### src/avs_pkg.sv
// Types and constants of the ascending value sorter.
`default_nettype none

package avs_pkg;

    localparam int DEPTH_DEF = 32;
    localparam int VAL_W     = 32;

    typedef struct packed {
        logic signed [VAL_W-1:0] value;
        logic                    last_in;
    } in_item_t;

    typedef struct packed {
        logic signed [VAL_W-1:0] sorted_value;
        logic                    last_out;
        logic                    overflow;
    } out_item_t;

    typedef enum logic {
        ST_LOAD,
        ST_SCAN
    } avs_state_t;

endpackage

`default_nettype wire

### src/avs_ram.sv
// Generic simple dual-port RAM with registered read data.
`default_nettype none

module avs_ram #(
    parameter int WIDTH = 32,
    parameter int DEPTH = 32
) (
    input  logic                     clk,
    input  logic                     we,
    input  logic [$clog2(DEPTH)-1:0] waddr,
    input  logic [WIDTH-1:0]         wdata,
    input  logic [$clog2(DEPTH)-1:0] raddr,
    output logic [WIDTH-1:0]         rdata
);

    logic [WIDTH-1:0] mem [DEPTH];

    always_ff @(posedge clk)
    begin
        if (we)
        begin
            mem[waddr] <= wdata;
        end
        rdata <= mem[raddr];
    end

endmodule

`default_nettype wire

### src/ascending_value_sorter_core.sv
// Loading: one item per cycle while the core is in its load state; after the last item, each result
// needs one RAM read per held value through the single compare unit, and waits while the output stalls.
// Sets: the next set is taken only once every result of this set has been emitted; the RAM read port
// and the one signed comparator bound the scan for each result.
// Reset: asynchronous, active low; clears the fill count, overflow flag and sequencer,
// the value store is not cleared and only entries written in the current set are read.
`default_nettype none

module ascending_value_sorter_core #(
    parameter int DEPTH = avs_pkg::DEPTH_DEF
) (
    input  logic              clk,
    input  logic              rst_n,
    input  logic              load_valid,
    output logic              load_stall,
    input  avs_pkg::in_item_t load_item,
    output logic              result_valid,
    input  logic              result_stall,
    output avs_pkg::out_item_t result_item
);

    import avs_pkg::*;

    localparam int AW = $clog2(DEPTH);
    localparam int CW = $clog2(DEPTH + 1);

    avs_state_t state_reg, state_next;

    logic [CW-1:0]           fill_reg, fill_next;
    logic                    drop_reg, drop_next;
    logic [CW-1:0]           rd_idx_reg, rd_idx_next;
    logic                    cmp_vld_reg, cmp_vld_next;
    logic [AW-1:0]           cmp_idx_reg, cmp_idx_next;
    logic signed [VAL_W-1:0] best_val_reg, best_val_next;
    logic [AW-1:0]           best_idx_reg, best_idx_next;
    logic                    found_reg, found_next;
    logic [CW-1:0]           emit_cnt_reg, emit_cnt_next;
    logic [DEPTH-1:0]        taken_reg, taken_next;
    logic                    out_valid_reg, out_valid_next;
    out_item_t               out_item_reg, out_item_next;

    logic                    ram_we;
    logic [AW-1:0]           ram_waddr;
    logic [AW-1:0]           ram_raddr;
    logic [VAL_W-1:0]        ram_rdata;
    logic signed [VAL_W-1:0] rdata_s;

    logic load_accept;
    logic room;
    logic issue;
    logic done;
    logic emit;
    logic emit_last;
    logic better;

    avs_ram #(
        .WIDTH (VAL_W),
        .DEPTH (DEPTH)
    ) u_store (
        .clk   (clk),
        .we    (ram_we),
        .waddr (ram_waddr),
        .wdata (load_item.value),
        .raddr (ram_raddr),
        .rdata (ram_rdata)
    );

    assign rdata_s      = ram_rdata;
    assign result_valid = out_valid_reg;
    assign result_item  = out_item_reg;

    assign load_accept = load_valid && !load_stall;
    assign room        = (fill_reg < CW'(DEPTH));
    assign done        = (state_reg == ST_SCAN) && (rd_idx_reg == fill_reg) && !cmp_vld_reg;
    assign emit        = done && (!out_valid_reg || !result_stall);
    assign emit_last   = (CW'(emit_cnt_reg + CW'(1)) == fill_reg);
    assign better      = cmp_vld_reg && !taken_reg[cmp_idx_reg]
                         && (!found_reg || (rdata_s < best_val_reg));

    // Next state
    always_comb
    begin
        state_next = state_reg;
        case (state_reg)
            ST_LOAD:
            begin
                if (load_accept && load_item.last_in)
                begin
                    state_next = ST_SCAN;
                end
            end
            ST_SCAN:
            begin
                if (emit && emit_last)
                begin
                    state_next = ST_LOAD;
                end
            end
            default:
            begin
                state_next = ST_LOAD;
            end
        endcase
    end

    // Outputs of the sequencer
    always_comb
    begin
        load_stall = 1'b1;
        ram_we     = 1'b0;
        issue      = 1'b0;
        case (state_reg)
            ST_LOAD:
            begin
                load_stall = 1'b0;
                ram_we     = load_valid && room;
            end
            ST_SCAN:
            begin
                issue = (rd_idx_reg < fill_reg);
            end
            default:
            begin
                load_stall = 1'b1;
            end
        endcase
    end

    assign ram_waddr = fill_reg[AW-1:0];
    assign ram_raddr = rd_idx_reg[AW-1:0];

    // Datapath
    always_comb
    begin
        fill_next      = fill_reg;
        drop_next      = drop_reg;
        rd_idx_next    = rd_idx_reg;
        cmp_vld_next   = 1'b0;
        cmp_idx_next   = cmp_idx_reg;
        best_val_next  = best_val_reg;
        best_idx_next  = best_idx_reg;
        found_next     = found_reg;
        emit_cnt_next  = emit_cnt_reg;
        taken_next     = taken_reg;
        out_valid_next = out_valid_reg;
        out_item_next  = out_item_reg;

        if (out_valid_reg && !result_stall)
        begin
            out_valid_next = 1'b0;
        end

        if (load_accept)
        begin
            if (room)
            begin
                fill_next = CW'(fill_reg + CW'(1));
            end
            else
            begin
                drop_next = 1'b1;
            end
            if (load_item.last_in)
            begin
                // open a fresh selection pass over the whole set
                rd_idx_next   = '0;
                found_next    = 1'b0;
                emit_cnt_next = '0;
                taken_next    = '0;
            end
        end

        if (issue)
        begin
            rd_idx_next  = CW'(rd_idx_reg + CW'(1));
            cmp_vld_next = 1'b1;
            cmp_idx_next = rd_idx_reg[AW-1:0];
        end

        if (better)
        begin
            best_val_next = rdata_s;
            best_idx_next = cmp_idx_reg;
            found_next    = 1'b1;
        end

        if (emit)
        begin
            out_valid_next             = 1'b1;
            out_item_next.sorted_value = best_val_reg;
            out_item_next.last_out     = emit_last;
            out_item_next.overflow     = drop_reg;
            taken_next[best_idx_reg]   = 1'b1;
            emit_cnt_next              = CW'(emit_cnt_reg + CW'(1));
            rd_idx_next                = '0;
            found_next                 = 1'b0;
            if (emit_last)
            begin
                fill_next = '0;
                drop_next = 1'b0;
            end
        end
    end

    always_ff @(posedge clk or negedge rst_n)
    begin
        if (!rst_n)
        begin
            state_reg     <= ST_LOAD;
            fill_reg      <= '0;
            drop_reg      <= 1'b0;
            rd_idx_reg    <= '0;
            cmp_vld_reg   <= 1'b0;
            found_reg     <= 1'b0;
            emit_cnt_reg  <= '0;
            taken_reg     <= '0;
            out_valid_reg <= 1'b0;
        end
        else
        begin
            state_reg     <= state_next;
            fill_reg      <= fill_next;
            drop_reg      <= drop_next;
            rd_idx_reg    <= rd_idx_next;
            cmp_vld_reg   <= cmp_vld_next;
            found_reg     <= found_next;
            emit_cnt_reg  <= emit_cnt_next;
            taken_reg     <= taken_next;
            out_valid_reg <= out_valid_next;
        end
    end

    always_ff @(posedge clk)
    begin
        cmp_idx_reg  <= cmp_idx_next;
        best_val_reg <= best_val_next;
        best_idx_reg <= best_idx_next;
        out_item_reg <= out_item_next;
    end

endmodule

`default_nettype wire

### config.mk
export PLATFORM = sky130hd
export DESIGN_NAME = ascending_value_sorter_core
export DESIGN_NICKNAME = d
export VERILOG_FILES = /design/src/avs_pkg.sv /design/src/avs_ram.sv /design/src/ascending_value_sorter_core.sv
export SDC_FILE = /design/constraint.sdc
export NUM_CORES = 1
export LEC_CHECK = 0
export ABC_AREA = 1
export BUFFER_PORTS_ARGS = -buffer_cell sky130_fd_sc_hd__clkbuf_2
export CELL_PAD_IN_SITES_DETAIL_PLACEMENT = 0
export CELL_PAD_IN_SITES_GLOBAL_PLACEMENT = 1
export CORE_UTILIZATION = 30
export DETAILED_ROUTE_END_ITERATION = 8
export HOLD_SLACK_MARGIN = 0.02
export MAX_ROUTING_LAYER = met4
export PLACE_DENSITY_LB_ADDON = 0.1
export SYNTH_ARGS = -nofsm -noshare
export SYNTH_HDL_FRONTEND = slang
export SYNTH_HIERARCHICAL = 1
export SYNTH_SLANG_ARGS = --single-unit
### constraint.sdc
create_clock -name clk -period 3.9 [get_ports clk]
set_input_delay 0.585 -clock clk [delete_from_list [all_inputs] [get_ports clk]]
set_output_delay 0.585 -clock clk [all_outputs]
set_load 0.005 [all_outputs]
# ---- After elaboration in Yosys (flattened, before gate mapping)
# Memory sizes are Yosys's and may differ from the RTL's. A register that Yosys moved wholly into a read port is not among the register bits.
# Index checks and enable logic that the tools add are counted.
dict set report totals {
  elab_cells 92
  inputBits 37
  mem_bits_rw 1024
  reg_bits 131
  output_inout_bits 36
  mem_count 1
}
# memory words word_bits rd rd_ports_with_merged_regs write_ports line
set memory_table {}
lappend memory_table {u_store.mem 32 32 1 1 1 avs_ram.sv:16} ;# logic [WIDTH-1:0] mem [DEPTH];
dict set report classes {
  muxes 35
  n_addsub 3
  n_eq_ne 2
  bitwise_logic 2
  n_reduce_logical 28
  n_lt_le_gt_ge 6
}
# cell count
set op_table {}
lappend op_table {{two-way mux 32 bit} 3}
lappend op_table {{two-way mux 6 bit} 9}
lappend op_table {{less-than comparator 32 bit} 1}
lappend op_table {{bitwise OR 32 bit} 1}
lappend op_table {{two-way mux 1 bit} 20}
lappend op_table {{adder 6 x 1 -> 6 bit (second input constant)} 3}
lappend op_table {{== test 6 bit} 2}
lappend op_table {{less-than comparator 5 x 6 -> 1 bit (second input constant)} 2}
lappend op_table {{nonzero test 3 bit} 4}
lappend op_table {{logical AND 1 bit} 11}
lappend op_table {{less-than comparator 6 bit} 1}
lappend op_table {{less-than comparator 6 bit (second input constant)} 1}
lappend op_table {{AND reduction 2 bit} 3}
lappend op_table {{nonzero test 2 bit} 3}
lappend op_table {{binary-select mux 1 bit (select 5 bit)} 1}
lappend op_table {{demux 1 bit (select 5 bit)} 1}
lappend op_table {{greater-or-equal comparator 5 x 1 -> 1 bit (second input constant)} 1}
lappend op_table {{logical NOT 1 bit} 5}
lappend op_table {{logical OR 1 bit} 2}
lappend op_table {{one-hot mux 1 bit (2 select lines)} 1}
lappend op_table {{NOT 1 bit} 1}

# ---- Longest topological paths before layout
dict set report logic_depth {
  ltp_word 7
  ltp_mapped 16
  mapped_depth_nobuf 16
}

# ---- By module
# Netlist, hierarchy kept.
# module area_each_um2 cells_each instances seq_area_each_um2
set modules_own_cells {}
lappend modules_own_cells {avs_ram 42405.7 3536 1 31390.1}
lappend modules_own_cells {ascending_value_sorter_core 5984.5 550 1 3658.5}

# ---- Worst setup path after synthesis
# Ideal clock, no wire load.
dict set report synth_timing {
  kind {input to register}
  from {input port load_valid}
  to {memory u_store.mem[31][0] (enable)}
  required_ps 3479
  slack_ps 853
  stages 4
  setup_ps 421
  n_path_buf 0
  arrival_ps 2626
  path_cell_list {nand2_1 > nor2_1 > nand3_1 > nor2_1}
}
dict set report synth_between {
  elab_chain_len 4
}
# item line
set synth_rtl {}
lappend synth_rtl {{start, declared} ascending_value_sorter_core.sv:14} ;# input logic load_valid,
lappend synth_rtl {{logical AND 1 bit} ascending_value_sorter_core.sv:116} ;# ram_we = load_valid && room;
lappend synth_rtl {{two-way mux 1 bit} ascending_value_sorter_core.sv:112} ;# case (state_reg)
lappend synth_rtl {{via ram_we} ascending_value_sorter_core.sv:42} ;# logic ram_we;
lappend synth_rtl {{two-way mux 1 bit} avs_ram.sv:20} ;# if (we)
lappend synth_rtl {{two-way mux 1 bit (implied by the code)} avs_ram.sv:22} ;# mem[waddr] <= wdata;
lappend synth_rtl {{end, declared} avs_ram.sv:16}
# The timed path passes the listed nets, and every way through them passes these cells.

==> impl_results.md <==
- Min-Delay Path Class: input port to register
- Top-Level Pins: 73
- Netlist Area Pre-Place: 48400 um2
- Final setup fails: 0
- Via count of the first global-routing pass: 30200
- Drc violations: 0
- Clk_lat worst skew: 760 ps
- CTS max path bufs: 3
- Slew Limit Fails: 0
- Layout net count: 4270
- PortBufs: 72
- Number of fill cells: 16000
- Pwr/cell area: 474 nW/um2
- Pin count of the biggest net entering global routing: 168
- Fmax achieved: 318 MHz
- Worst Tran Pin Value: 1160 ps
- Cell count after synthesis: 4086
- Post-synthesis sequential area ratio: 0.724
- Largest Register: u_store/mem
- Sum Neg Setup Slack: 0 ps
- Setup bufs post-CTS: 0
- Chip height: 404 um
- Most frequent cells in the layout: 1529 x nand2_1, 1100 x edfxtp_1, 806 x nand3_1, 146 x clkbuf_16, 87 x inv_1
- WL/cell: 24.4 um
- Design Area, Final: 55900 um2
- Xor/xnor share of the synthesized area: 0.00233
- # Max-Cap Violations: 0
- Die Wd: 404 um
- Crit Path Category: register to register
- Crit share post-route: 0.806
- Multi-input gate area: 11600 um2
- Arrival @ worst endpoint: 3630 ps
- Distinct cells, synth: 38
- TritonCTS clock tree: built
- Worst hold slack: 205 ps
- Syn_area_per_cell: 11.8 um2
- First-pass GRT wire length: 226000 um
- Post-synthesis adder-cell area fraction: 0.0103
- Reg2reg path depth: 10
- Relative slew slack: 0.225
- H-tree lvl count: 4
- CTS sink count: 1187
- Worst ir drop on vdd: 0.436 mV
- Row cnt: 147
- Worst EP required: 4380 ps
- Antenna viol nets, final: 0
- Leak: 0.0204 uW
- Global Route Usage Sum: 0.200
- Drt via density: 4.77
- Initial antenna violation count: 11
- Area Growth Syn to Fin: 15.6%
- Mux contribution to synthesized area: 0
- YS warnings: 6
- Detailed placement HPWL: 83300 um
- Simple-gate share of the synthesized area: 0.210
- Register area: 35100 um2
- Most common cell after layout, fill and taps aside: nand2_1
- Syn_nets: 4163
- Hold path cells: 3
- Yosys reg bits: 1187
- Routed WL: 158000 um
- Core Footprint: 160000 um2
- Routability cong.: 0.737
- Setup Skew: 23.2 ps
- Max FFs per register: 1024
- Initial core utilization: 0.302
- CTS buffer count: 141
- Initial drt markers: 2353
- Compound-Gate Fraction of Synth Area: 0.0122
- Final Hold Viols: 0
- Die footprint: 163000 um2
- CTS root buf: clkbuf_16
- RSZ-0062 raised after global routing: false
- Clock slew at reported path FFs: 60 ps
- Largest family of logic cells by synthesized area: simple AND/OR/NAND/NOR gates
- Placed cell area: 51600 um2
- Startpoint Class: register
- CP Max Fanout: 167
- DR vias: 30900
- Share of cells above drive strength 1: 0.103
- Critical path capture point type: register
- Tmin final: 3140 ps
- Grt ovf: 0
- Initial DRT Pass Iterations: 5
- Status: finished, final reports clean
## metal layers
| layer | up-vias | GRT usage | share of wire |
|---|---|---|---|
| met3 | 201 | 0.0307 | 0.045 |
| met2 | 647 | 0.309 | 0.46 |
| met4 | 0 | 0.0487 | 0.020 |
| li1 | 14500 | - | - |
| met1 | 15600 | 0.275 | 0.48 |
| met5 | - | - | 0 |
## cell type report
cell class	instances	share of cell area
sequential	1187	0.627
multi-input combinational	2565	0.207
clock buffer	201	0.0697
tap	2160	0.0483
timing repair buffer	189	0.0320
inverter	109	0.00815
clock inverter	52	0.00680
antenna	13	0.000582
## cells by family (layout without fill, tap and decap cells)
group                      after synthesis  in the layout
buffers and inverters                  334            551
AOI/OAI and AO/OA                      101            101
xor gates and xnor gates                12             12
other                                    0             13
and+or+nand+nor                       2412           2412
DFF                                   1187           1187
adders and majority gates               40             40
## Yosys cell counts (all sizes together)
library cell     n  area share
a21oi           28      0.0029
clkbuf          27      0.0021
a2111oi          1     0.00018
o22ai           22      0.0028
nand3b           1     0.00016
dfrtp           55       0.028
o21ai           42      0.0045
buf            198       0.030
nand2         1532        0.12
ha              40       0.010
inv            109      0.0087
dfxtp           32       0.013
edfxtp        1100        0.68
xor2            10      0.0020
nor2            61      0.0050
xnor2            2     0.00036
nand3          810       0.084
nor3             4     0.00041
o211ai           7      0.0014
nand4            4     0.00065
o31ai            1     0.00044
## stage by stage
stage	power [uW]	setup WS [ps]	util	cells
final	26500	757	0.349	6476
after global routing	27300	716	0.349	6473
after CTS	26800	876	0.348	6463
after detailed placement	14300	880	0.322	6209
after global placement	14300	784	0.322	6209
after floorplan	14200	853	-	4086
## path summary, 6_finish.rpt
| path | startpoint | endpoint | slack [ps] |
|---|---|---|---|
| hold reg to reg | u_store/rdata[7] | best_val_reg[7] | 420 |
| setup / recovery | rd_idx_reg[0] | u_store/rdata[9] | 760 |
| hold / removal | result_stall | result_valid | 200 |
| max in group asynchronous | rst_n | taken_reg[31] | 2620 |
| min in group asynchronous | rst_n | state_reg | 400 |
| setup reg to reg | rd_idx_reg[0] | u_store/rdata[9] | 760 |
## what timing repair did
| item | in CTS | in global routing |
|---|---|---|
| hold buffers | 1 | 0 |
| hold endpoints to repair | 22 | 0 |
| gates resized for setup | 0 | 0 |
| endpoints found under the setup margin | 0 | 0 |
## worst max-delay path, stage by stage (launching register included)
cell and delay, ps:
dfrtp_4 650, clkinv_16 280, buf_12 540, nand2_1 90, nand3_1 70, nand3_1 100
nand2_1 100, nand2_1 70, nand2_1 80, nand2_1 60, nand2_1 340
## power by group
part | internal [uW] | switching, uW | leakage [uW]
Sequential | 13900 | 0 | 0.0108
Clock | 7200 | 5220 | 0.00209
Combinational | 13.6 | 164 | 0.00757
Total | 21100 | 5390 | 0.0204
No activity file was read; power rests on OpenSTA's default activity.
